$ cat src/rtl/riff_signature_carver_macros.svh
// ----------------------------------------------------------------------------
// riff_signature_carver_macros.svh
// Assertion macros of the carver RTL. All use clk and arst_n.
// ----------------------------------------------------------------------------
`ifndef RIFF_SIGNATURE_CARVER_MACROS_SVH
`define RIFF_SIGNATURE_CARVER_MACROS_SVH

// Same-cycle implication, disabled during reset.
`define RSC_ASSERT_IMP(label, ante, cons, msg) \
	label: assert property (@(posedge clk) disable iff (!arst_n) (ante) |-> (cons)) \
		else $error(msg);

// Next-cycle implication, disabled during reset.
`define RSC_ASSERT_NXT(label, ante, cons, msg) \
	label: assert property (@(posedge clk) disable iff (!arst_n) (ante) |=> (cons)) \
		else $error(msg);

`endif

$ cat src/rtl/rsc_pkg.sv
// ----------------------------------------------------------------------------
// rsc_pkg
// Types, constants and the signature table of the RIFF signature carver.
// ----------------------------------------------------------------------------
package rsc_pkg;

	localparam int FILE_COUNT_BITS = 16;

	localparam logic [1:0] PH_SCAN = 2'd0;
	localparam logic [1:0] PH_LEN  = 2'd1;
	localparam logic [1:0] PH_BODY = 2'd2;

	localparam logic [7:0] SIG_R = 8'h52;
	localparam logic [7:0] SIG_I = 8'h49;
	localparam logic [7:0] SIG_F = 8'h46;

	typedef struct packed {
		logic [1:0]                 phase;
		logic [1:0]                 match_pos;
		logic [1:0]                 length_pos;
		logic [31:0]                length_acc;
		logic [31:0]                bytes_left;
		logic [FILE_COUNT_BITS-1:0] file_count;
	} carve_state_t;

	// One word produced by a step; sig_burst means the four signature words.
	typedef struct packed {
		logic        valid;
		logic        sig_burst;
		logic [7:0]  data;
		logic [15:0] number;
		logic        last;
		logic        aborted;
	} carve_res_t;

	function automatic logic [7:0] sig_byte(input logic [1:0] idx);
		logic [7:0] b;
		unique case (idx)
			2'd0:    b = SIG_R;
			2'd1:    b = SIG_I;
			default: b = SIG_F;
		endcase
		return b;
	endfunction

endpackage

$ cat src/rtl/riff_signature_carver.sv
// ----------------------------------------------------------------------------
// riff_signature_carver
// Carves RIFF files out of a byte stream by signature and length field.
// ----------------------------------------------------------------------------
// An accepted word waits in the input register; its result then goes to the result register.
// Throughput: one byte per cycle while in_stall is low; a completed signature puts out four words
// from the output register and holds the input stage while its signature words are pending.
// Bytes that produce no word never wait on the output side.
// Reset (arst_n low, asynchronous): pipeline empty, scanning, file count zero.
`include "riff_signature_carver_macros.svh"

module riff_signature_carver import rsc_pkg::*; (
	input  logic        clk,
	input  logic        arst_n,
	input  logic        in_valid,
	output logic        in_stall,
	input  logic [7:0]  data_byte,
	input  logic        new_stream,
	output logic        out_valid,
	input  logic        out_stall,
	output logic [7:0]  out_byte,
	output logic [15:0] file_number,
	output logic        first_of_file,
	output logic        last_of_file,
	output logic        aborted
);

	// Input register: one word waits here while the step logic looks at it.
	logic       valid_s1;
	logic [7:0] byte_s1;
	logic       fresh_s1;

	// Carver state, updated once per word leaving the input register.
	carve_state_t state_q;
	carve_state_t state_nxt;
	carve_res_t   res;

	// Result register. burst_left_q counts signature words still to follow
	// the one that is shown.
	logic        out_valid_q;
	logic [7:0]  out_byte_q;
	logic [15:0] file_number_q;
	logic        first_q;
	logic        last_q;
	logic        aborted_q;
	logic [1:0]  burst_left_q;

	logic can_load;
	logic s1_go;

	rsc_step u_step (
		.cur        (state_q),
		.data_byte  (byte_s1),
		.new_stream (fresh_s1),
		.nxt        (state_nxt),
		.res        (res)
	);

	// The result register takes a new word when it is empty, or when its word
	// leaves this cycle and no signature words are still pending.
	assign can_load = !out_valid_q || (!out_stall && burst_left_q == 2'd0);

	// A byte that yields no word moves on regardless of the output side.
	assign s1_go    = valid_s1 && (!res.valid || can_load);
	assign in_stall = valid_s1 && !s1_go;

	always_ff @(posedge clk or negedge arst_n) begin
		if (!arst_n) begin
			valid_s1 <= 1'b0;
		end else if (!in_stall) begin
			valid_s1 <= in_valid;
		end
	end

	always_ff @(posedge clk) begin
		if (!in_stall) begin
			byte_s1  <= data_byte;
			fresh_s1 <= new_stream;
		end
	end

	always_ff @(posedge clk or negedge arst_n) begin
		if (!arst_n) begin
			state_q <= '0;
		end else if (s1_go) begin
			state_q <= state_nxt;
		end
	end

	// Control half of the result register.
	always_ff @(posedge clk or negedge arst_n) begin
		if (!arst_n) begin
			out_valid_q  <= 1'b0;
			burst_left_q <= 2'd0;
		end else if (s1_go && res.valid) begin
			out_valid_q  <= 1'b1;
			burst_left_q <= res.sig_burst ? 2'd3 : 2'd0;
		end else if (out_valid_q && !out_stall) begin
			if (burst_left_q != 2'd0) begin
				burst_left_q <= burst_left_q - 2'd1;
			end else begin
				out_valid_q <= 1'b0;
			end
		end
	end

	// Payload half. During a signature burst the next byte comes from the
	// table; the file number stays as loaded with the R.
	always_ff @(posedge clk) begin
		if (s1_go && res.valid) begin
			out_byte_q    <= res.data;
			file_number_q <= res.number;
			first_q       <= res.sig_burst;
			last_q        <= res.last;
			aborted_q     <= res.aborted;
		end else if (out_valid_q && !out_stall && burst_left_q != 2'd0) begin
			out_byte_q <= sig_byte(2'(3'd4 - {1'b0, burst_left_q}));
			first_q    <= 1'b0;
			last_q     <= 1'b0;
			aborted_q  <= 1'b0;
		end
	end

	assign out_valid     = out_valid_q;
	assign out_byte      = out_byte_q;
	assign file_number   = file_number_q;
	assign first_of_file = first_q;
	assign last_of_file  = last_q;
	assign aborted       = aborted_q;

	// Pending signature words imply a word on show that is no abort.
	`RSC_ASSERT_IMP(a_burst_shown, burst_left_q != 2'd0, out_valid_q && !aborted_q, "burst without word")
	// An abort word carries a zero byte and no file marks.
	`RSC_ASSERT_IMP(a_abort_clean, out_valid_q && aborted_q, out_byte_q == 8'd0 && !first_q && !last_q, "bad abort")
	// The R of a signature is followed at once by the I.
	`RSC_ASSERT_NXT(a_sig_follow, out_valid_q && !out_stall && first_q, out_valid_q && out_byte_q == SIG_I && burst_left_q == 2'd2, "signature broken")

endmodule

$ cat src/rtl/rsc_step.sv
// ----------------------------------------------------------------------------
// rsc_step
// Next-state and result logic for one input byte of the carver.
// ----------------------------------------------------------------------------
module rsc_step import rsc_pkg::*; (
	input  carve_state_t cur,
	input  logic [7:0]   data_byte,
	input  logic         new_stream,
	output carve_state_t nxt,
	output carve_res_t   res
);

	carve_state_t eff;
	logic [31:0]  acc;
	logic [31:0]  left_dec;
	logic [FILE_COUNT_BITS-1:0] count_inc;

	always_comb begin
		eff       = cur;
		res       = '0;
		acc       = cur.length_acc;
		left_dec  = cur.bytes_left - 32'd1;
		count_inc = cur.file_count + FILE_COUNT_BITS'(1);

		// A new source cuts any file in progress and restarts everything.
		if (new_stream) begin
			if (cur.phase == PH_LEN || cur.phase == PH_BODY) begin
				res.valid   = 1'b1;
				res.number  = 16'(cur.file_count);
				res.aborted = 1'b1;
			end
			eff = '0;
		end

		nxt = eff;
		acc = eff.length_acc;
		acc[{eff.length_pos, 3'b000} +: 8] = data_byte;

		unique case (eff.phase)
			PH_LEN: begin
				nxt.length_acc = acc;
				nxt.length_pos = eff.length_pos + 2'd1;
				res.valid      = 1'b1;
				res.data       = data_byte;
				res.number     = 16'(eff.file_count);
				if (eff.length_pos == 2'd3) begin
					nxt.bytes_left = acc;
					if (acc == 32'd0) begin
						res.last  = 1'b1;
						nxt.phase = PH_SCAN;
					end else begin
						nxt.phase = PH_BODY;
					end
				end
			end
			PH_BODY: begin
				nxt.bytes_left = left_dec;
				res.valid      = 1'b1;
				res.data       = data_byte;
				res.number     = 16'(eff.file_count);
				if (left_dec == 32'd0) begin
					res.last  = 1'b1;
					nxt.phase = PH_SCAN;
				end
			end
			default: begin
				// Scanning; the unused phase code also lands here.
				nxt.phase = PH_SCAN;
				if (data_byte == sig_byte(eff.match_pos)) begin
					if (eff.match_pos == 2'd3) begin
						nxt.match_pos  = 2'd0;
						nxt.file_count = count_inc;
						nxt.phase      = PH_LEN;
						nxt.length_pos = 2'd0;
						nxt.length_acc = 32'd0;
						nxt.bytes_left = 32'd0;
						res.valid      = 1'b1;
						res.sig_burst  = 1'b1;
						res.data       = SIG_R;
						res.number     = 16'(count_inc);
					end else begin
						nxt.match_pos = eff.match_pos + 2'd1;
					end
				end else begin
					nxt.match_pos = (data_byte == SIG_R) ? 2'd1 : 2'd0;
				end
			end
		endcase
	end

endmodule
$ cat config.mk
export PLATFORM = sky130hd
export DESIGN_NAME = riff_signature_carver
export DESIGN_NICKNAME = d
export VERILOG_FILES = /design/src/rtl/rsc_pkg.sv /design/src/rtl/riff_signature_carver.sv /design/src/rtl/rsc_step.sv
export VERILOG_INCLUDE_DIRS = /design/src /design/src/rtl
export SDC_FILE = /design/constraint.sdc
export NUM_CORES = 1
export LEC_CHECK = 0
export BUFFER_PORTS_ARGS = -buffer_cell sky130_fd_sc_hd__buf_4
export CAP_MARGIN = 20
export CORE_ASPECT_RATIO = 0.9
export CORE_UTILIZATION = 47
export CTS_BUF_LIST = sky130_fd_sc_hd__clkbuf_8
export CTS_CLUSTER_DIAMETER = 40
export DETAILED_ROUTE_END_ITERATION = 16
export GPL_TIMING_DRIVEN = 1
export SETUP_SLACK_MARGIN = 0.4
export SLEW_MARGIN = 40
export SYNTH_ARGS = -nofsm -noshare
export SYNTH_HDL_FRONTEND = slang
export SYNTH_HIERARCHICAL = 1
export SYNTH_SLANG_ARGS = --single-unit
$ cat constraint.sdc
create_clock -name clk -period 5.3 [get_ports clk]
set_input_delay 1.06 -clock clk [delete_from_list [all_inputs] [get_ports clk]]
set_output_delay 1.06 -clock clk [all_outputs]
set_load 0.05 [all_outputs]
Yosys cells after proc, flatten, opt, wreduce, memory -nomap -nowiden. Index checks and enable logic that the tools add are counted. W data, S select, Z words.

Register bits after elaboration: 126. Bits of input ports: 13. Output and inout port bits: 29. Word-level logic and storage cells: 108.

Add/subtract/negate cells: 7. Eq/ne operators: 11. Shift-type cells: 2. Muxes and demuxes: 47. Reduce and logical (&&, ||, !) cells: 25.

Operators with widths (number): $mux W82 (2); $mux W86 (1); $pmux W34 S2 (1); $logic_not A32 Y1 (2); $pmux W32 S2 (1); $mux W26 (2); $mux W16 (3); $bwmux W32 (1); $mux W32 (1); $shift A8 B7 Y32 const A (1); $shiftx A8 B7 Y32 (1); $sub A32 B1 Y32 const B (1); $mux W24 (1); $mux W8 (3); $mux W2 (11); $pmux W5 S2 (2); $add A16 B1 Y16 const B (1); $mux W1 (16); $eq A2 B1 Y1 const B (4); $eq A2 B2 Y1 const B (4); $eq A8 B7 Y1 const B (1); $eq A8 B8 Y1 (1); $reduce_bool A2 Y1 (4); $neg A5 Y7 (1); other kinds (12) (26).

Depth between registers and ports, before layout. Gate-level depths: netlist (run 1).

Depth after elaboration: 13. Depth in mapped cells: 18. Gate-level depth less buffers: 12.

By module. Netlist (run 1), hierarchy kept.

By module, submodules not included: rsc_step (instances 1, cells an instance 787, area each 4718.3 um^2, seq. area each 0.0 um^2); riff_signature_carver (instances 1, cells an instance 266, area each 4664.5 um^2, seq. area each 3333.2 um^2).

Worst setup path before layout (run 1). No wires, ideal clock.

Path kind: register to output. Start: register fresh_s1. End: output port in_stall. Data arrival time: 3419 ps. Required time: 4240 ps. Slack: 821 ps. Cell stages (with the launch flop): 14. Path buffers: 5. Path through: edfxtp_1 -> buf_2 -> clkbuf_1 -> clkbuf_1 -> clkbuf_1 -> nand2b_1 -> inv_1 -> ha_1 -> o21ai_0 -> and4bb_2 -> clkbuf_1 -> or3_1 -> nand2_1 -> nor2_1.

RTL lines: from (decl) (RTL line riff_signature_carver.sv:31) `logic fresh_s1;`; from (signal assigned) (RTL line riff_signature_carver.sv:78) `fresh_s1 <= new_stream;`; to (decl) (RTL line riff_signature_carver.sv:16) `output logic in_stall,`.

==> flow_metrics.env, run 1 <==
export IMPL_grt_usage_pct=27.54
export IMPL_drt_initial_drc_count=974
export IMPL_grt_pass1_wl_um=43240
export IMPL_vias_per_cell=6.363
export IMPL_dp_cells=1272
export IMPL_slew_headroom_pct=48.84
export IMPL_tns_ps=0
export IMPL_max_freq_mhz=215.9
export IMPL_vias=8298
export IMPL_root_buffer="clkbuf_8"
export IMPL_tightest_slew_ps=767.4
export IMPL_fin_worst_skew_ps=17.72
export IMPL_outcome="finished, final reports clean"
export IMPL_htreeDepth=4
export IMPL_ctsHoldBuffers=0
export IMPL_stdcell_count=1304
export IMPL_cp_max_fo=71
export IMPL_synth_area_top_cells="dfrtp_1 (24%), edfxtp_1 (12%), mux2_2 (5.5%), o21ai_0 (5.0%), nand2_1 (4.9%)"
export IMPL_r2r_cells=13
export IMPL_synth_top_area_share_pct=24.00
export IMPL_portBuffers=41
export IMPL_power_total_mw=1.915
export IMPL_finalMaxSlewViolations=0
export IMPL_irDropWorstVdd_mv=0.1583
export IMPL_netlist_instances=1053
export IMPL_place_congestion=0.8422
export IMPL_syn_nets=1084
export IMPL_setup_viol=0
export IMPL_ant_nets=0
export IMPL_ys_ff_latch=126
export IMPL_core_area_sq_mm=0.01934
export IMPL_final_cell_mix="nand2_1 (122), o21ai_0 (93), dfrtp_1 (90), buf_4 (61)"
export IMPL_internal_power_mw=1.366
export IMPL_maxCapViolCount=0
export IMPL_p_leak_nw=4.268
export IMPL_yosysSeqAreaShare_pct=35.52
export IMPL_netlist_area_sq_mm=0.009383
export IMPL_final_common_cell="nand2_1"
export IMPL_yosys_area_top_type="dfrtp_1"
export IMPL_initial_core_util_pct=48.52
export IMPL_clk_latency_ps=480
export IMPL_startpoint_type="flip-flop"
export IMPL_synth_distinct_cells=68
export IMPL_rsz0062_at_grt="false"
export IMPL_die_area_sq_mm=0.02053
export IMPL_grt_start_max_net_pins=72
export IMPL_worstPathArrival_ps=3570
export IMPL_p_per_area_mw_per_mm2=188.7
export IMPL_num_rows=48
export IMPL_timing_final_crit_share_pct=87.38
export IMPL_area_growth_pct=8.147
export IMPL_hp_start="state_q[69]"
export IMPL_synth_flop_cell="dfrtp_1"
export IMPL_antenna_found_initial=0
export IMPL_first_global_vias=7291
export IMPL_die_x_um=150.9
export IMPL_final_area_sq_mm=0.01015
export IMPL_rrSetupSlack_ps=1270
export IMPL_drive_above_1_share_pct=15.56
export IMPL_synth_edf_count=36
export IMPL_p_sw_uw=549.3
export IMPL_nNetsFinal=1072
export IMPL_hold_path_class="flip-flop to flip-flop"
export IMPL_r2r_start="fresh_s1"
export IMPL_hold_ws_ps=500.9
export IMPL_dp_hpwl_um=18060
export IMPL_end_kind="output port"
export IMPL_cts_buffers_inserted=17
export IMPL_dpl_cell_area_sq_mm=0.009783
export IMPL_pwr_share_clk_pct=42.8
export IMPL_avgSynthCellArea_sq_um=8.910
export IMPL_overflow=0
export IMPL_synth_warning_count=6
export IMPL_period_needed_ps=4631
export IMPL_cts_tree="built"
export IMPL_dr_pass1_iters=5
export IMPL_pin_count=42
export IMPL_clock_sinks=126
export IMPL_hold_viol_final=0
export IMPL_clock_tree_buffer_depth=2
export IMPL_nFillCells=1834
export IMPL_combinationalPowerShare_pct=4.5
export IMPL_cts_resized=0
export IMPL_die_y_um=136.0
export IMPL_netSwitchingFraction_pct=28.68
export IMPL_startpoint="fresh_s1"
export IMPL_post_cts_buffers=0
export IMPL_wl_um=27310
export IMPL_required_ps=4240
export IMPL_clk_pin_slew_ps=80
export IMPL_power_frac_seq_pct=52.7
export IMPL_routedWlPerCell_um=20.94
export IMPL_path_class="flip-flop to output port"
export IMPL_hold_path_depth=1
export IMPL_n_antenna_cell=0
export IMPL_drc_errors=0
export IMPL_async_flop_share_pct=71.43
[critical path, stage by stage, from the launching register on]
cell      delay, ps
edfxtp_1        360
buf_4           570
nand2b_1        250
inv_1            90
ha_4            220
inv_1           390
or3_1           320
nand2_1         120
nor2_1          440
buf_4           300
[Yosys cell counts, drive strengths merged (17+ instances only)]
cell type,instances
nand2,122
o21ai,95
dfrtp,90
mux2,86
clkbuf,72
a22oi,46
nor2,37
edfxtp,36
o22ai,33
inv,32
nor2b,29
nor4,28
a22o,24
buf,22
a21oi,21
ha,18
nor3b,17
[routing by layer]
metal | track usage (%) | up-vias | wire [um]
li1 | - | 3915 | -
met1 | 43.83 | 4003 | 13650
met2 | 37.31 | 348 | 11290
met3 | 5.336 | 32 | 2008
met4 | 6.444 | 0 | 358
met5 | 0 | - | 0
[flip-flops by register name, indices dropped and copies added, names as in the netlist]
signal	flops
state_q	86
file_number	16
byte_s1	8
out_byte	8
burst_left_q	2
aborted	1
first_of_file	1
fresh_s1	1
last_of_file	1
out_valid	1
valid_s1	1
[final timing paths]
path,endpoint
max,in_stall
max reg2reg,state_q[85]
max in group asynchronous,state_q[19]
min reg2reg,state_q[69]
min,state_q[69]
min in group asynchronous,state_q[14]
[area by class of cell]
cell class                 count  area (sq um)  share of cell area [%]
clock buffer                  17         234.0                   2.306
tap                          250         312.8                   3.083
multi-input combinational    799          5520                   54.40
inverter                      34         127.6                   1.258
timing repair buffer          63         489.2                   4.821
clock inverter                15         130.1                   1.282
sequential                   126          3333                   32.85
[metrics by stage]
stage | worst slack (ps) | util (%)
after global routing | 471.3 | 52.47
final | 668.7 | 52.47
after detailed placement | 1206 | 50.59
after global placement | 1225 | 50.56
after CTS | 694.7 | 52.47
after floorplan | 820.9 | -
[power groups by stage]
stage,clock network (mW),registers [mW],logic (mW)
floorplan,0,1.02,0.0515
global route,0.870,1.01,0.0942
global placement,0,1.03,0.0865
finish,0.819,1.01,0.0866
detailed placement,0,1.03,0.0874
CTS,0.834,1.01,0.0876
[cells by family after synthesis]
| group | share of synthesized area (%) |
|---|---|
| simple gates | 21.00 |
| compound gates | 22.54 |
| buf+inv | 5.828 |
| flops | 35.52 |
| mux | 10.75 |
| xor+xnor | 1.960 |
| fa+ha+maj | 2.400 |
(Power assumes the default switching activity.)
==> run 2, diff against run 1 <==
--- a/config.mk
+++ b/config.mk
@@ -14,6 +14,7 @@
 export CTS_CLUSTER_DIAMETER = 40
 export DETAILED_ROUTE_END_ITERATION = 16
 export GPL_TIMING_DRIVEN = 1
+export PLACE_DENSITY = 0.66
 export SETUP_SLACK_MARGIN = 0.4
 export SLEW_MARGIN = 40
 export SYNTH_ARGS = -nofsm -noshare
==> constraint.sdc (replaced) <==
create_clock -name clk -period 4.26 [get_ports clk]
set_input_delay 0.852 -clock clk [delete_from_list [all_inputs] [get_ports clk]]
set_output_delay 0.852 -clock clk [all_outputs]
set_load 0.05 [all_outputs]
==> flow_metrics.env, run 2 (synthesized netlist as in run 1, its figures left out) <==
export IMPL_clk_pin_slew_ps=90
export IMPL_post_cts_buffers=0
export IMPL_die_area_sq_mm=0.02053
export IMPL_path_class="flip-flop to output port"
export IMPL_initial_core_util_pct=48.52
export IMPL_grt_start_max_net_pins=91
export IMPL_hold_ws_ps=370.6
export IMPL_p_per_area_mw_per_mm2=238.2
export IMPL_crit_path_top_delay_cell="or3_1"
export IMPL_die_y_um=136.0
export IMPL_ant_nets=0
export IMPL_timing_final_crit_share_pct=87.99
export IMPL_num_rows=48
export IMPL_final_cell_mix="nand2_1 (122), o21ai_0 (93), dfrtp_1 (90), buf_4 (65), mux2_2 (46)"
export IMPL_antenna_found_initial=0
export IMPL_cts_buffers_inserted=17
export IMPL_irDropWorstVdd_mv=0.2314
export IMPL_fin_worst_skew_ps=12.68
export IMPL_grt_usage_pct=26.62
export IMPL_area_growth_pct=9.427
export IMPL_hold_viol_final=0
export IMPL_slowest_delay_ps=420
export IMPL_finalMaxSlewViolations=0
export IMPL_core_area_sq_mm=0.01934
export IMPL_clk_latency_ps=470
export IMPL_r2r_start="fresh_s1"
export IMPL_drive_above_1_share_pct=16.40
export IMPL_period_needed_ps=3748
export IMPL_tightest_slew_ps=734.7
export IMPL_drt_initial_drc_count=896
export IMPL_clock_tree_buffer_depth=2
export IMPL_nNetsFinal=1079
export IMPL_first_global_vias=7568
export IMPL_clock_sinks=126
export IMPL_dp_hpwl_um=17700
export IMPL_stdcell_count=1311
export IMPL_max_flop_register="state_q"
export IMPL_overflow=0
export IMPL_largest_reg_flops=86
export IMPL_rsz0062_at_grt="true"
export IMPL_vias_per_cell=6.365
export IMPL_slew_headroom_pct=50.57
export IMPL_seqCellArea_sq_mm=0.003333
export IMPL_root_buffer="clkbuf_8"
export IMPL_final_area_sq_mm=0.01027
export IMPL_dp_cells=1279
export IMPL_maxCapViolCount=0
export IMPL_cp_top_family="simple AND/OR/NAND/NOR gates"
export IMPL_cp_max_fo=31
export IMPL_grt_pass1_wl_um=42230
export IMPL_path_cells="buf_6, nand2b_1, inv_1, ha_1, nand4b_1, o21ai_0, and4bb_2, or3_1, nand2_1, nor2_4, buf_4"
export IMPL_nFillCells=1818
export IMPL_required_ps=3410
export IMPL_final_common_cell="nand2_1"
export IMPL_multi_input_area_sq_mm=0.005535
export IMPL_wl_um=26280
export IMPL_ctsHoldBuffers=0
export IMPL_cts_resized=0
export IMPL_startpoint_type="flip-flop"
export IMPL_n_antenna_cell=0
export IMPL_dr_pass1_iters=6
export IMPL_vias=8344
export IMPL_dpl_cell_area_sq_mm=0.009861
export IMPL_htreeDepth=4
export IMPL_p_leak_nw=4.333
export IMPL_max_freq_mhz=266.8
export IMPL_end_kind="output port"
export IMPL_routedWlPerCell_um=20.05
export IMPL_worstPathArrival_ps=2900
export IMPL_startpoint="fresh_s1"
export IMPL_portBuffers=41
export IMPL_die_x_um=150.9
export IMPL_outcome="finished, final reports clean"
export IMPL_drc_errors=0
export IMPL_cts_tree="built"
export IMPL_setup_viol=0
export IMPL_hold_path_class="input pin to asynchronous set/reset pin"
export IMPL_crit_buf_inv=3
export IMPL_tns_ps=0
export IMPL_pin_count=42
export IMPL_place_congestion=0.9364
[run 2: cell count changes in the layout (fill, tap and decap cells not counted), sizes merged]
cell      previous run  this run
bufinv               0         2
clkinv               6         7
inv                 40        38
buf                 63        70
clkinvlp             3         2
[run 2: per-layer routing]
metal | track usage, % | routed length, um | up-vias
met5 | 0.5000 | 0 | -
met4 | 7.000 | 382 | 0
met3 | 6.141 | 1954 | 29
met2 | 37.49 | 11370 | 298
met1 | 40.28 | 12570 | 4095
li1 | - | - | 3922
[run 2: area by class of cell]
cell class | instances | share of cell area [%]
inverter | 34 | 1.243
multi-input combinational | 799 | 53.91
tap | 250 | 3.047
clock buffer | 17 | 2.279
clock inverter | 15 | 1.584
timing repair buffer | 70 | 5.472
sequential | 126 | 32.46
[run 2: path summary, 6_finish.rpt]
check / to / slack (ps) / depth (start not counted)
setup / recovery: in_stall / 510 / 11
hold / removal: state_q[10] / 370 / 1
setup reg to reg: state_q[85] / 530 / 11
hold reg to reg: state_q[68] / 500 / 1
max in group asynchronous: state_q[53] / 3070 / 2
min in group clk: state_q[68] / 500 / 1
[run 2: power breakdown]
group,total [mW],internal (mW),switching (mW)
registers,1.25,1.24,0.0113
clock network,1.08,0.528,0.553
logic,0.110,0.0376,0.0720
total,2.45,1.81,0.636
[run 2: through the flow]
| step | setup slack (ps) | total power, mW | utilization (%) |
|---|---|---|---|
| after global placement | 800.3 | 1.388 | 50.96 |
| after CTS | 439.0 | 2.464 | 53.04 |
| after global routing | 325.3 | 2.526 | 53.09 |
| after floorplan | 354.6 | 1.338 | - |
| final | 511.8 | 2.445 | 53.09 |
| after detailed placement | 653.4 | 1.390 | 50.99 |
[run 2: worst reg2reg max path: cells and delay by family, from the launching register on]
| family | cells | cell delay [ps] |
|---|---|---|
| AO/OA/AOI/OAI | 3 | 710 |
| multiplexers | 1 | 270 |
| adder cells (fa/ha/maj) | 1 | 310 |
| buffers and inverters | 1 | 220 |
| AND/OR/NAND/NOR | 5 | 1690 |
| flip-flops | 1 | 440 |
